## src/hdl/duration_text_parser_defines.svh

```systemverilog
// Assertion macros for the duration text parser.
`ifndef DURATION_TEXT_PARSER_DEFINES_SVH
`define DURATION_TEXT_PARSER_DEFINES_SVH

`ifndef SYNTH
`define DTP_ASSERT(lbl, clk, rst_n, prop) \
	lbl: assert property (@(posedge clk) disable iff (!rst_n) (prop)) \
	else $error("duration_text_parser: check failed");
`define DTP_ASSERT_NEXT(lbl, clk, rst_n, pre, post) \
	lbl: assert property (@(posedge clk) disable iff (!rst_n) (pre) |=> (post)) \
	else $error("duration_text_parser: check failed");
`else
`define DTP_ASSERT(lbl, clk, rst_n, prop)
`define DTP_ASSERT_NEXT(lbl, clk, rst_n, pre, post)
`endif

`endif

```

## src/hdl/dtp_pkg.sv

```systemverilog
`timescale 1ns / 1ps

package dtp_pkg;

	localparam int unsigned FD_W = 4;
	localparam logic [FD_W-1:0] MAX_FRAC_DIGITS = 4'd9;

	localparam int unsigned MULT_W = 12;
	localparam logic [MULT_W-1:0] MULT_MIN = 12'd60;
	localparam logic [MULT_W-1:0] MULT_HOUR = 12'd3600;

	localparam logic [7:0] CH_ZERO = 8'h30;
	localparam logic [7:0] CH_NINE = 8'h39;
	localparam logic [7:0] CH_DOT = 8'h2E;
	localparam logic [7:0] CH_COMMA = 8'h2C;
	localparam logic [7:0] CH_H = 8'h68;
	localparam logic [7:0] CH_M = 8'h6D;
	localparam logic [7:0] CH_S = 8'h73;

	typedef enum logic [1:0] {
		ERR_NONE,
		ERR_SYNTAX,
		ERR_DIGITS
	} err_t;

	typedef enum logic [2:0] {
		UNIT_NONE,
		UNIT_COMMA,
		UNIT_SEC,
		UNIT_MIN,
		UNIT_HOUR
	} unit_t;

	typedef enum logic [3:0] {
		OP_NOP,
		OP_DIGIT_WHOLE,
		OP_DIGIT_FRAC,
		OP_MUL_WHOLE,
		OP_MUL_FRAC,
		OP_DIV_STEP,
		OP_ACCUM,
		OP_ADD_WHOLE,
		OP_LOAD_OUT
	} op_t;

	typedef enum logic [2:0] {
		ST_IDLE,
		ST_MUL_FRAC,
		ST_DIV,
		ST_ACCUM,
		ST_FINISH
	} state_t;

	typedef struct packed {
		op_t  op;
		logic mult_hour;
		err_t out_status;
	} cmd_t;

	typedef struct packed {
		logic whole_zero;
		logic frac_zero;
		logic fd_max;
		logic out_free;
	} stat_t;

	function automatic logic [31:0] pow10(input logic [FD_W-1:0] n);
		logic [31:0] r;
		case (n)
			4'd0: r = 32'd1;
			4'd1: r = 32'd10;
			4'd2: r = 32'd100;
			4'd3: r = 32'd1000;
			4'd4: r = 32'd10000;
			4'd5: r = 32'd100000;
			4'd6: r = 32'd1000000;
			4'd7: r = 32'd10000000;
			4'd8: r = 32'd100000000;
			4'd9: r = 32'd1000000000;
			default: r = 32'd1;
		endcase
		return r;
	endfunction

endpackage

```

## src/hdl/duration_text_parser.sv

```systemverilog
`timescale 1ns / 1ps
// Duration text parser.
// Input channel (in_valid/in_ready): one word per byte of duration text in
// character, or a terminator word with end_mark set, whose character is ignored.
// Output channel (out_valid/out_ready): one word per terminator, carrying
// status (0 valid, 1 syntax error, 2 too many fraction digits) and seconds.
// Handling: digits, '.', 's' and bytes after an error are taken in the idle
// state. 'h', 'm' and ',' pass through a product with the unit multiplier,
// then a 32-step restoring divider that scales the fraction, one quotient bit
// per cycle. A terminator after a bare minute count also runs that divider
// before its result is loaded; any other terminator goes straight to the load.
// The result sits in an output register, so text for the next duration is
// accepted while it waits. A terminator that meets a full, stalled output
// register holds the input side until the receiver takes the earlier word.
// Reset clears the parse state and drops any pending result.

`include "duration_text_parser_defines.svh"

module duration_text_parser (
	input  logic        clk,
	input  logic        arst_n,
	input  logic        in_valid,
	output logic        in_ready,
	input  logic [7:0]  character,
	input  logic        end_mark,
	output logic        out_valid,
	input  logic        out_ready,
	output logic [1:0]  status,
	output logic [31:0] seconds
);

	dtp_pkg::cmd_t  cmd;
	dtp_pkg::stat_t stat;

	dtp_ctrl u_ctrl (
		.clk       (clk),
		.arst_n    (arst_n),
		.in_valid  (in_valid),
		.character (character),
		.end_mark  (end_mark),
		.in_ready  (in_ready),
		.cmd       (cmd),
		.stat      (stat)
	);

	dtp_datapath u_datapath (
		.clk       (clk),
		.arst_n    (arst_n),
		.cmd       (cmd),
		.digit     (character[3:0]),
		.stat      (stat),
		.out_ready (out_ready),
		.out_valid (out_valid),
		.status    (status),
		.seconds   (seconds)
	);

	`DTP_ASSERT(a_err_zero_secs, clk, arst_n, !(out_valid && status != dtp_pkg::ERR_NONE) || seconds == 32'd0)
	`DTP_ASSERT_NEXT(a_end_busy, clk, arst_n, in_valid && in_ready && end_mark, !in_ready)
	`DTP_ASSERT(a_load_when_busy, clk, arst_n, !$rose(out_valid) || $past(!in_ready))

endmodule

```

## src/hdl/dtp_datapath.sv

```systemverilog
`timescale 1ns / 1ps

module dtp_datapath (
	input  logic                clk,
	input  logic                arst_n,
	input  dtp_pkg::cmd_t       cmd,
	input  logic [3:0]          digit,
	output dtp_pkg::stat_t      stat,
	input  logic                out_ready,
	output logic                out_valid,
	output logic [1:0]          status,
	output logic [31:0]         seconds
);

	logic [31:0] whole_q, frac_q, total_q;
	logic [dtp_pkg::FD_W-1:0] fd_q;
	logic [31:0] prod_q, quot_q, rem_q, div_q;
	logic        out_valid_q;
	logic [1:0]  status_q;
	logic [31:0] seconds_q;

	logic [31:0] mul_a;
	logic [dtp_pkg::MULT_W-1:0] mul_k;
	logic [31+dtp_pkg::MULT_W:0] mul_full;
	logic [32:0] rem_sh, diff;

	assign mul_a = (cmd.op == dtp_pkg::OP_MUL_FRAC) ? frac_q : whole_q;
	assign mul_k = cmd.mult_hour ? dtp_pkg::MULT_HOUR : dtp_pkg::MULT_MIN;
	assign mul_full = {{dtp_pkg::MULT_W{1'b0}}, mul_a} * {32'd0, mul_k};

	assign rem_sh = {rem_q, quot_q[31]};
	assign diff = rem_sh - {1'b0, div_q};

	always_ff @(posedge clk or negedge arst_n) begin
		if (!arst_n) begin
			whole_q <= '0;
			frac_q <= '0;
			total_q <= '0;
			fd_q <= '0;
		end else begin
			case (cmd.op)
				dtp_pkg::OP_DIGIT_WHOLE: begin
					whole_q <= {whole_q[28:0], 3'b000} + {whole_q[30:0], 1'b0} + {28'd0, digit};
				end
				dtp_pkg::OP_DIGIT_FRAC: begin
					frac_q <= {frac_q[28:0], 3'b000} + {frac_q[30:0], 1'b0} + {28'd0, digit};
					fd_q <= fd_q + 4'd1;
				end
				dtp_pkg::OP_ACCUM: begin
					total_q <= total_q + prod_q + quot_q;
					whole_q <= '0;
					frac_q <= '0;
				end
				dtp_pkg::OP_ADD_WHOLE: begin
					total_q <= total_q + whole_q;
					whole_q <= '0;
				end
				dtp_pkg::OP_LOAD_OUT: begin
					total_q <= '0;
					whole_q <= '0;
					frac_q <= '0;
					fd_q <= '0;
				end
				default: begin
				end
			endcase
		end
	end

	always_ff @(posedge clk) begin
		case (cmd.op)
			dtp_pkg::OP_MUL_WHOLE: begin
				prod_q <= mul_full[31:0];
			end
			dtp_pkg::OP_MUL_FRAC: begin
				quot_q <= mul_full[31:0];
				rem_q <= '0;
				div_q <= dtp_pkg::pow10(fd_q);
			end
			dtp_pkg::OP_DIV_STEP: begin
				if (!diff[32]) begin
					rem_q <= diff[31:0];
					quot_q <= {quot_q[30:0], 1'b1};
				end else begin
					rem_q <= rem_sh[31:0];
					quot_q <= {quot_q[30:0], 1'b0};
				end
			end
			dtp_pkg::OP_LOAD_OUT: begin
				status_q <= cmd.out_status;
				seconds_q <= (cmd.out_status == dtp_pkg::ERR_NONE) ? total_q : 32'd0;
			end
			default: begin
			end
		endcase
	end

	always_ff @(posedge clk or negedge arst_n) begin
		if (!arst_n) begin
			out_valid_q <= 1'b0;
		end else if (cmd.op == dtp_pkg::OP_LOAD_OUT) begin
			out_valid_q <= 1'b1;
		end else if (out_ready) begin
			out_valid_q <= 1'b0;
		end
	end

	assign stat.whole_zero = (whole_q == 32'd0);
	assign stat.frac_zero = (frac_q == 32'd0);
	assign stat.fd_max = (fd_q >= dtp_pkg::MAX_FRAC_DIGITS);
	assign stat.out_free = !out_valid_q || out_ready;

	assign out_valid = out_valid_q;
	assign status = status_q;
	assign seconds = seconds_q;

endmodule

```

## src/hdl/dtp_ctrl.sv

```systemverilog
`timescale 1ns / 1ps

module dtp_ctrl (
	input  logic           clk,
	input  logic           arst_n,
	input  logic           in_valid,
	input  logic [7:0]     character,
	input  logic           end_mark,
	output logic           in_ready,
	output dtp_pkg::cmd_t  cmd,
	input  dtp_pkg::stat_t stat
);

	dtp_pkg::state_t state_q, state_n;
	dtp_pkg::unit_t  last_unit_q, last_unit_n;
	dtp_pkg::err_t   err_q, err_n;
	dtp_pkg::err_t   fin_q, fin_n;
	logic            in_frac_q, in_frac_n;
	logic            end_q, end_n;
	logic            hour_q, hour_n;
	logic [4:0]      cnt_q, cnt_n;

	always_ff @(posedge clk or negedge arst_n) begin
		if (!arst_n) begin
			state_q <= dtp_pkg::ST_IDLE;
			last_unit_q <= dtp_pkg::UNIT_NONE;
			err_q <= dtp_pkg::ERR_NONE;
			fin_q <= dtp_pkg::ERR_NONE;
			in_frac_q <= 1'b0;
			end_q <= 1'b0;
			hour_q <= 1'b0;
			cnt_q <= '0;
		end else begin
			state_q <= state_n;
			last_unit_q <= last_unit_n;
			err_q <= err_n;
			fin_q <= fin_n;
			in_frac_q <= in_frac_n;
			end_q <= end_n;
			hour_q <= hour_n;
			cnt_q <= cnt_n;
		end
	end

	always_comb begin
		state_n = state_q;
		last_unit_n = last_unit_q;
		err_n = err_q;
		fin_n = fin_q;
		in_frac_n = in_frac_q;
		end_n = end_q;
		hour_n = hour_q;
		cnt_n = cnt_q;
		in_ready = 1'b0;
		cmd.op = dtp_pkg::OP_NOP;
		cmd.mult_hour = hour_q;
		cmd.out_status = fin_q;
		case (state_q)
			dtp_pkg::ST_IDLE: begin
				in_ready = 1'b1;
				if (in_valid && end_mark) begin
					state_n = dtp_pkg::ST_FINISH;
					if (err_q != dtp_pkg::ERR_NONE) begin
						fin_n = err_q;
					end else begin
						case (last_unit_q)
							dtp_pkg::UNIT_NONE: begin
								cmd.op = dtp_pkg::OP_MUL_WHOLE;
								cmd.mult_hour = 1'b0;
								hour_n = 1'b0;
								end_n = 1'b1;
								fin_n = dtp_pkg::ERR_NONE;
								state_n = dtp_pkg::ST_MUL_FRAC;
							end
							dtp_pkg::UNIT_COMMA: begin
								if (in_frac_q) begin
									fin_n = dtp_pkg::ERR_SYNTAX;
								end else begin
									cmd.op = dtp_pkg::OP_ADD_WHOLE;
									fin_n = dtp_pkg::ERR_NONE;
								end
							end
							default: begin
								fin_n = (stat.whole_zero && stat.frac_zero) ?
									dtp_pkg::ERR_NONE : dtp_pkg::ERR_SYNTAX;
							end
						endcase
					end
				end else if (in_valid && err_q == dtp_pkg::ERR_NONE) begin
					case (character)
						dtp_pkg::CH_DOT: begin
							if (in_frac_q) begin
								err_n = dtp_pkg::ERR_SYNTAX;
							end else begin
								in_frac_n = 1'b1;
							end
						end
						dtp_pkg::CH_COMMA, dtp_pkg::CH_H: begin
							if (last_unit_q != dtp_pkg::UNIT_NONE) begin
								err_n = dtp_pkg::ERR_SYNTAX;
							end else begin
								in_frac_n = 1'b0;
								last_unit_n = (character == dtp_pkg::CH_H) ?
									dtp_pkg::UNIT_HOUR : dtp_pkg::UNIT_COMMA;
								hour_n = (character == dtp_pkg::CH_H);
								cmd.mult_hour = (character == dtp_pkg::CH_H);
								cmd.op = dtp_pkg::OP_MUL_WHOLE;
								state_n = dtp_pkg::ST_MUL_FRAC;
							end
						end
						dtp_pkg::CH_M: begin
							if (last_unit_q == dtp_pkg::UNIT_COMMA ||
								last_unit_q == dtp_pkg::UNIT_MIN ||
								last_unit_q == dtp_pkg::UNIT_SEC) begin
								err_n = dtp_pkg::ERR_SYNTAX;
							end else begin
								in_frac_n = 1'b0;
								last_unit_n = dtp_pkg::UNIT_MIN;
								hour_n = 1'b0;
								cmd.mult_hour = 1'b0;
								cmd.op = dtp_pkg::OP_MUL_WHOLE;
								state_n = dtp_pkg::ST_MUL_FRAC;
							end
						end
						dtp_pkg::CH_S: begin
							if (last_unit_q == dtp_pkg::UNIT_COMMA ||
								last_unit_q == dtp_pkg::UNIT_SEC || in_frac_q) begin
								err_n = dtp_pkg::ERR_SYNTAX;
							end else begin
								last_unit_n = dtp_pkg::UNIT_SEC;
								cmd.op = dtp_pkg::OP_ADD_WHOLE;
							end
						end
						default: begin
							if (character >= dtp_pkg::CH_ZERO && character <= dtp_pkg::CH_NINE) begin
								if (!in_frac_q) begin
									cmd.op = dtp_pkg::OP_DIGIT_WHOLE;
								end else if (stat.fd_max) begin
									err_n = dtp_pkg::ERR_DIGITS;
								end else begin
									cmd.op = dtp_pkg::OP_DIGIT_FRAC;
								end
							end else begin
								err_n = dtp_pkg::ERR_SYNTAX;
							end
						end
					endcase
				end
			end
			dtp_pkg::ST_MUL_FRAC: begin
				cmd.op = dtp_pkg::OP_MUL_FRAC;
				cnt_n = '0;
				state_n = dtp_pkg::ST_DIV;
			end
			dtp_pkg::ST_DIV: begin
				cmd.op = dtp_pkg::OP_DIV_STEP;
				cnt_n = cnt_q + 5'd1;
				if (cnt_q == 5'd31) begin
					state_n = dtp_pkg::ST_ACCUM;
				end
			end
			dtp_pkg::ST_ACCUM: begin
				cmd.op = dtp_pkg::OP_ACCUM;
				state_n = end_q ? dtp_pkg::ST_FINISH : dtp_pkg::ST_IDLE;
			end
			dtp_pkg::ST_FINISH: begin
				if (stat.out_free) begin
					cmd.op = dtp_pkg::OP_LOAD_OUT;
					state_n = dtp_pkg::ST_IDLE;
					last_unit_n = dtp_pkg::UNIT_NONE;
					err_n = dtp_pkg::ERR_NONE;
					in_frac_n = 1'b0;
					end_n = 1'b0;
				end
			end
			default: begin
				state_n = dtp_pkg::ST_IDLE;
			end
		endcase
	end

endmodule

```

## config.mk

```make
export PLATFORM = sky130hd
export DESIGN_NAME = duration_text_parser
export DESIGN_NICKNAME = d
export VERILOG_FILES = /design/src/hdl/dtp_pkg.sv /design/src/hdl/duration_text_parser.sv /design/src/hdl/dtp_datapath.sv /design/src/hdl/dtp_ctrl.sv
export VERILOG_INCLUDE_DIRS = /design/src /design/src/hdl
export SDC_FILE = /design/constraint.sdc
export NUM_CORES = 1
export LEC_CHECK = 0
export ABC_AREA = 1
export ABC_CLOCK_PERIOD_IN_PS = 16800
export BUFFER_PORTS_ARGS = -buffer_cell sky130_fd_sc_hd__buf_2
export CORE_MARGIN = 1.5
export CORE_UTILIZATION = 35
export CTS_CLUSTER_DIAMETER = 40
export DETAILED_ROUTE_END_ITERATION = 8
export GPL_TIMING_DRIVEN = 0
export MAX_ROUTING_LAYER = met4
export SLEW_MARGIN = 25
export SYNTH_ARGS = -nofsm -noshare
export SYNTH_HDL_FRONTEND = slang
export SYNTH_SLANG_ARGS = --single-unit
export TNS_END_PERCENT = 30
```

## constraint.sdc

```tcl
create_clock -name clk -period 16.8 [get_ports clk]
set_input_delay 0 -clock clk [delete_from_list [all_inputs] [get_ports clk]]
set_output_delay 0 -clock clk [all_outputs]
set_load 0.02 [all_outputs]
```

Word-level counts from Yosys, hierarchy flattened

Memory sizes are Yosys's and may differ from the RTL's. A register that Yosys moved wholly into a read port is not among the register bits.
Index checks and enable logic that the tools add are counted.

Register bits after elaboration: 281
Bits in read-only memories: 480
Output and inout port bits: 36
Memories: 1

Memory list:

| name            | depth | width | read ports | clocked after memory_dff | write ports | line          | source |
|---|---|---|---|---|---|---|---|
| (no name shown) | 16    | 30    | 1          | 1                        | 0           | dtp_pkg.sv:69 | `case (n)` |

$add $sub $neg: 10
Multiply operators: 1
Magnitude comparators: 3
Eq/ne operators: 46
Multiplexer cells: 82
Reduce and logical (&&, ||, !) cells: 38

Operator list:

| operator                                                                 | count |
|---|---|
| 32-bit one-hot mux with 2 select lines                                   | 4 |
| 32-bit adder                                                             | 5 |
| 32-bit one-hot mux with 3 select lines                                   | 1 |
| 32-bit by 4-bit adder with 32-bit output                                 | 2 |
| 32-bit zero test                                                         | 2 |
| 32-bit two-way mux                                                       | 2 |
| 3-bit two-way mux                                                        | 19 |
| 33-bit by 32-bit subtractor with 33-bit output                           | 1 |
| 32-bit by 12-bit multiplier with 32-bit output                           | 1 |
| 8-bit by 7-bit == test with 1-bit output (second input constant)         | 3 |
| 2-bit two-way mux                                                        | 12 |
| 1-bit two-way mux                                                        | 20 |
| 4-bit one-hot mux with 5 select lines                                    | 1 |
| 3-bit by 2-bit inequality test with 1-bit output (second input constant) | 6 |
| 3-bit one-hot mux with 2 select lines                                    | 3 |
| 2-bit nonzero test                                                       | 9 |
| 4-bit by 3-bit == test with 1-bit output (second input constant)         | 4 |
| 8-bit by 6-bit == test with 1-bit output (second input constant)         | 2 |
| 4-bit one-hot mux with 4 select lines                                    | 1 |
| 5-bit two-way mux                                                        | 3 |
| 3-bit one-hot mux with 5 select lines                                    | 1 |
| 3-bit by 2-bit == test with 1-bit output (second input constant)         | 4 |
| 12-bit two-way mux                                                       | 1 |
| 4-bit two-way mux                                                        | 3 |
| 40 further kinds                                                         | 70 |

Logic depth before layout (Yosys ltp)

Depth in word-level cells: 12
Mapped depth: 39
Depth with buffers taken out: 39

By module

From an unflattened synthesis, not the netlist that was laid out.

Cell total of the unflattened synthesis: 3881
Area total of the unflattened synthesis: 28738.8 um2

By module, submodules not included:

| module       | times used | cells an instance | area each (um2) | sequential area each (um2) |
|---|---|---|---|---|
| dtp_datapath | 1          | 3667              | 27333.7         | 7061.8 |
| dtp_ctrl     | 1          | 214               | 1405.1          | 450.4 |

Least setup slack after synthesis

Ideal clock, no wire load.

Path type: register to register
Start point: register u_ctrl.err_q[1]
End point: register u_datapath.prod_q[31] (data pin)
Arrival: 6.030 ns
Data required time: 16.545 ns
Path slack: 10.515 ns
Cell stages (with the launch flop): 32
Buffers on the path: 1
Period minus slack after synthesis: 6.285 ns
Cell sequence: dfrtp_1 > or2_4 > o21ai_2 > nand2_1 > nand2_4 > a21boi_4 > inv_2 > clkbuf_1 > nor2_1 > inv_1 > fa_1 > inv_1 > ha_1 > inv_1 > fa_1 > inv_1 > fa_1 > inv_1 > fa_1 > inv_1 > ha_1 > a21oi_1 > nor2_1 > a211oi_1 > o21ai_2 > a21oi_1 > o21bai_1 > nand2_1 > nand2_1 > a21oi_1 > nand3_1 > and2_1

Cells in the longest elaborated chain, start to end: 8
Elaborated cells on any way between the ends: 12

RTL lines:

| element                                          | line               | source |
|---|---|---|
| start: declaration                               | dtp_ctrl.sv:16     | `dtp_pkg::err_t err_q, err_n;` |
| start signal: assignment                         | dtp_ctrl.sv:27     | `err_q <= dtp_pkg::ERR_NONE;` |
| start signal: assignment                         | dtp_ctrl.sv:36     | `err_q <= err_n;` |
| 2-bit zero test                                  | dtp_ctrl.sv:89     | `end else if (in_valid && err_q == dtp_pkg::ERR_NONE) begin` |
| 1-bit logical AND                                | dtp_ctrl.sv:89     |  |
| 5-bit two-way mux                                | dtp_ctrl.sv:89     |  |
| 5-bit two-way mux *                              | dtp_ctrl.sv:61     | `if (in_valid && end_mark) begin` |
| 4-bit one-hot mux with 5 select lines            | dtp_ctrl.sv:58     | `case (state_q)` |
| 4-bit by 3-bit == test with 1-bit output         | dtp_datapath.sv:27 | `assign mul_a = (cmd.op == dtp_pkg::OP_MUL_FRAC) ? frac_q : whole_q;` |
| 32-bit two-way mux                               | dtp_datapath.sv:27 |  |
| 32-bit by 12-bit multiplier with 32-bit output * | dtp_datapath.sv:29 | `assign mul_full = {{dtp_pkg::MULT_W{1'b0}}, mul_a} * {32'd0, mul_k};` |
| net u_datapath.mul_full (one bit)                | dtp_datapath.sv:24 | `logic [31+dtp_pkg::MULT_W:0] mul_full;` |
| end signal: assignment                           | dtp_datapath.sv:73 | `prod_q <= mul_full[31:0];` |
| end: declaration                                 | dtp_datapath.sv:17 | `logic [31:0] prod_q, quot_q, rem_q, div_q;` |

The timed path passes the listed nets; every way through them passes the cells marked *.
A chain may end at the register's enable or synchronous reset.

Final worst setup path

Start point: input character[7]
End point: register u_datapath.prod_q[31] (data pin)

Cells in the longest elaborated chain, start to end: 10
Elaborated cells on any way between the ends: 21

RTL lines:

| element                                                                                                                            | line                       | source |
|---|---|---|
| start: declaration                                                                                                                 | duration_text_parser.sv:24 | `input logic [7:0] character,` |
| 8-bit by 6-bit >= comparator with 1-bit output / 8-bit by 6-bit less-or-equal comparator with 1-bit output (equally long branches) | dtp_ctrl.sv:135            | `if (character >= dtp_pkg::CH_ZERO && character <= dtp_pkg::CH_NINE) begin` |
| 1-bit logical AND                                                                                                                  | dtp_ctrl.sv:135            |  |
| 4-bit two-way mux                                                                                                                  | dtp_ctrl.sv:135            |  |
| 4-bit one-hot mux with 4 select lines                                                                                              | dtp_ctrl.sv:90             | `case (character)` |
| 5-bit two-way mux *                                                                                                                | dtp_ctrl.sv:89             |  |
| 5-bit two-way mux *                                                                                                                | dtp_ctrl.sv:61             |  |
| 4-bit one-hot mux with 5 select lines                                                                                              | dtp_ctrl.sv:58             |  |
| 4-bit by 3-bit == test with 1-bit output                                                                                           | dtp_datapath.sv:27         |  |
| 32-bit two-way mux                                                                                                                 | dtp_datapath.sv:27         |  |
| 32-bit by 12-bit multiplier with 32-bit output *                                                                                   | dtp_datapath.sv:29         |  |
| net u_datapath.mul_full (one bit)                                                                                                  | dtp_datapath.sv:24         |  |

Marked as above.

==> metrics.md <==
| Metric | Value |
|---|---|
| Worst path max stage delay | 0.60 ns |
| Critical path arrival | 8.33 ns |
| Vias | 22800 |
| Largest net degree at the start of global routing | 83 |
| Multiplexer area fraction after synthesis | 0% |
| Clock tree from TritonCTS | yes |
| DRC errors left | 0 |
| Share of cells above drive strength 1 | 7.06% |
| CP max-delay cell | dlygate4sd3_1 |
| Setup WS pre-CTS | 8.98 ns |
| Vias in the first global route | 22400 |
| Starting Density | 35.5% |
| CTS H-tree depth | 2 |
| Post-synthesis simple-gate area fraction | 16.8% |
| Synth Register Bits | 270 |
| Pre-antenna DRT Iters | 7 |
| Clock buffer depth | 3 |
| Worst slew pin tran | 1.03 ns |
| Setup Fix Bufs, Post-CTS | 0 |
| Die width | 279 um |
| Final antenna-violating net count | 0 |
| Critical path type | in -> reg |
| Core footprint | 74800 um^2 |
| Post-synthesis xor/xnor area fraction | 4.51% |
| Post-Route Setup TNS | 0 ns |
| Num ports | 49 |
| Setup ws final | 8.81 ns |
| Global-route wire length before repair | 126000 um |
| NumNets Final | 3892 |
| Yosys warnings | 0 |
| Class of the worst hold path | in -> reg |
| Sequential fraction of the synthesis area | 28.2% |
| Initial antenna violation count | 4 |
| Mapped Nets | 3769 |
| Max transition margin | 30.6% |
| Detail Placement HPWL | 64500 um |
| Clock latency on the worst-skew pair | 0.62 ns |
| Final setup fails | 0 |
| Routed WL | 79100 um |
| Die area | 77700 um^2 |
| Max cap viols | 0 |
| Max-slew violations | 0 |
| Row cnt | 100 |
| Tmin final | 7.99 ns |
| Yosys cell types | 67 |
| Clk sinks | 270 |
| Vias per cell | 5.15 |
| Max FO, Critical Path | 10 |
| CP startpoint kind | primary input |
| RSZ-0062 raised after global routing | no |
| Synth Cell Area | 26600 um^2 |
| Final worst-path cycle share | 47.6% |
| Mapped Cells | 3286 |
| Global route overflow | 0 |
| Adder and majority cell fraction of the synthesized area | 26.0% |
| Port buffer count | 48 |
| Compound-cell area share of the yosys netlist | 15.2% |
| Skew final | 0.0468 ns |
| Max Freq | 125 MHz |
| Fillers | 7655 |
| Clock-pin transition on the worst setup and hold timing paths | 0.05 ns |
| Post-synth EDFFs | 151 |
| Area delta synth->final | 13.9% |
| Mapped Avg Cell Area | 8.09 um^2 |
| Async SR Flop Fraction | 44.1% |
| Post-synth top flop | edfxtp_1 |
| Initial DRC count | 1704 |
| Fin. Hold Viols | 0 |
| Routed WL per cell | 17.9 um |
| Gpl congestion | 0.960 |
| TritonCTS Buffers | 56 |
| Root buffer cell | clkbuf_16 |
| Most used cell, CP | inv_1 |
| Tot GR Track Use | 21.2% |
| Crit. End Element | flip-flop |
| Critical Path RT | 17.14 ns |
| Status | finished clean |
| DIE HEIGHT | 279 um |
| Main combinational cell family by area after synthesis | adder cells |
[layout by cell type (no fill, tap or decap), types with 14 or more instances in the layout]
cell	count
ha_1	333
nand2_1	563
a21o_1	19
o21bai_1	14
nand3_1	96
buf_2	72
edfxtp_1	151
clkbuf_1	29
nor4_1	20
nand4_1	36
xor2_1	87
o21ai_1	30
a31oi_1	19
inv_1	569
nor2_1	249
clkbuf_16	56
dfrtp_1	119
fa_1	137
xnor2_1	50
o22ai_1	27
a21oi_1	283
o21ai_0	240
nor3_1	35
[Yosys cell counts (6+ instances only)]
cell	n	area, um^2
edfxtp_1	151	4530
a22oi_1	10	75.1
xnor2_1	50	438
o21ai_1	30	150
o21bai_1	14	105
a21boi_0	9	67.6
o21a_1	10	75.1
o22ai_1	27	169
inv_2	10	37.5
nand2_2	11	68.8
fa_1	137	2740
nand3_1	96	480
a21oi_1	283	1420
nand4_1	36	225
or2_2	9	56.3
dfrtp_1	119	2980
nor2_1	249	935
nor3_1	35	175
nand3_2	6	60.1
nand2_1	563	2110
a21o_1	19	143
clkbuf_1	23	86.3
buf_2	25	125
o31ai_1	8	60.1
ha_1	333	4170
o221ai_1	8	70.1
o211ai_1	8	60.1
o211a_1	6	60.1
inv_1	570	2140
nor4_1	20	125
a31oi_1	19	119
o21ai_0	240	1200
xor2_1	87	762
[metrics by stage]
| stage | hold WS (ns) | utilization (%) | area [um^2] | instances |
|---|---|---|---|---|
| finish | 0.0231 | 40.5 | 30300 | 4429 |
| global route | 0.0446 | 40.5 | 30300 | 4429 |
| CTS | 0.0130 | 40.5 | 30300 | 4425 |
| detailed placement | -0.0870 | 37.6 | 28200 | 4307 |
| global placement | 0.211 | 37.5 | 28000 | 4303 |
| floorplan | -0.296 | - | 26600 | 3286 |
[timing repair]
item	in CTS	in global routing
endpoints found under the hold margin	131	0
gates resized for setup	0	0
hold buffers	13	0
[path summary, 6_finish.rpt]
check | cells after the start | slack (ns) | start | end
hold / removal | 5 | 0.02 | character[3] | u_ctrl.last_unit_q[1]
max in group asynchronous | 4 | 15.78 | arst_n | u_datapath.frac_q[22]
hold reg to reg | 1 | 0.52 | u_ctrl.cnt_q[4] | u_ctrl.cnt_q[4]
setup reg to reg | 32 | 8.96 | u_ctrl.last_unit_q[1] | u_datapath.prod_q[31]
setup / recovery | 38 | 8.81 | character[7] | u_datapath.prod_q[31]
min in group asynchronous | 4 | 0.50 | arst_n | u_datapath.total_q[25]
[metal layers]
layer	wire, um	GRT usage [%]	vias up
met5	0	-	-
met2	33700	31.5	607
met1	38500	30.1	10900
li1	-	-	11200
met3	5070	3.10	110
met4	1850	5.37	0
[area by class of cell]
| cell class | count | area, um^2 | share of cell area, % |
|---|---|---|---|
| Multi-Input combinational cell | 2378 | 16600 | 54.9 |
| Sequential cell | 270 | 7510 | 24.8 |
| Inverter | 581 | 2180 | 7.20 |
| Clock buffer | 65 | 1470 | 4.83 |
| Tap cell | 969 | 1210 | 4.00 |
| Clock inverter | 40 | 523 | 1.73 |
| Timing Repair Buffer | 65 | 493 | 1.63 |
| Buffer | 57 | 277 | 0.912 |
| Antenna cell | 4 | 10.0 | 0.0330 |
[state kept, by name, indices dropped and copies added (netlist names)]
signal                count
u_datapath.out_valid      1
u_datapath.frac_q        32
u_datapath.prod_q        30
u_ctrl.state_q            3
u_datapath.div_q         23
u_datapath.total_q       32
u_ctrl.in_frac_q          1
u_datapath.whole_q       32
u_datapath.seconds       32
u_datapath.rem_q         32
u_datapath.quot_q        32
u_datapath.status         2
u_ctrl.err_q              2
u_ctrl.hour_q             1
u_ctrl.last_unit_q        3
u_ctrl.end_q              1
u_ctrl.cnt_q              5
u_ctrl.fin_q              2
u_datapath.fd_q           4
[critical path, delay by kind of cell]
kind,cells,cell delay (ns)
AO/OA/AOI/OAI,7,1.77
adder cells (fa/ha/maj),6,2.60
AND/OR/NAND/NOR,13,1.75
buffers and inverters,12,2.22
[logic make-up (layout without fill, tap and decap cells)]
family | after synthesis | in the layout
other | 0 | 4
AOI/OAI and AO/OA | 721 | 721
buffers and inverters | 638 | 808
and+or+nand+nor | 1050 | 1050
adders and majority gates | 470 | 470
DFF | 270 | 270
xor gates and xnor gates | 137 | 137
Power is left out: the tool's default activity adds up to more than one toggle a clock period on the data nets, which glitch-free logic cannot reach.
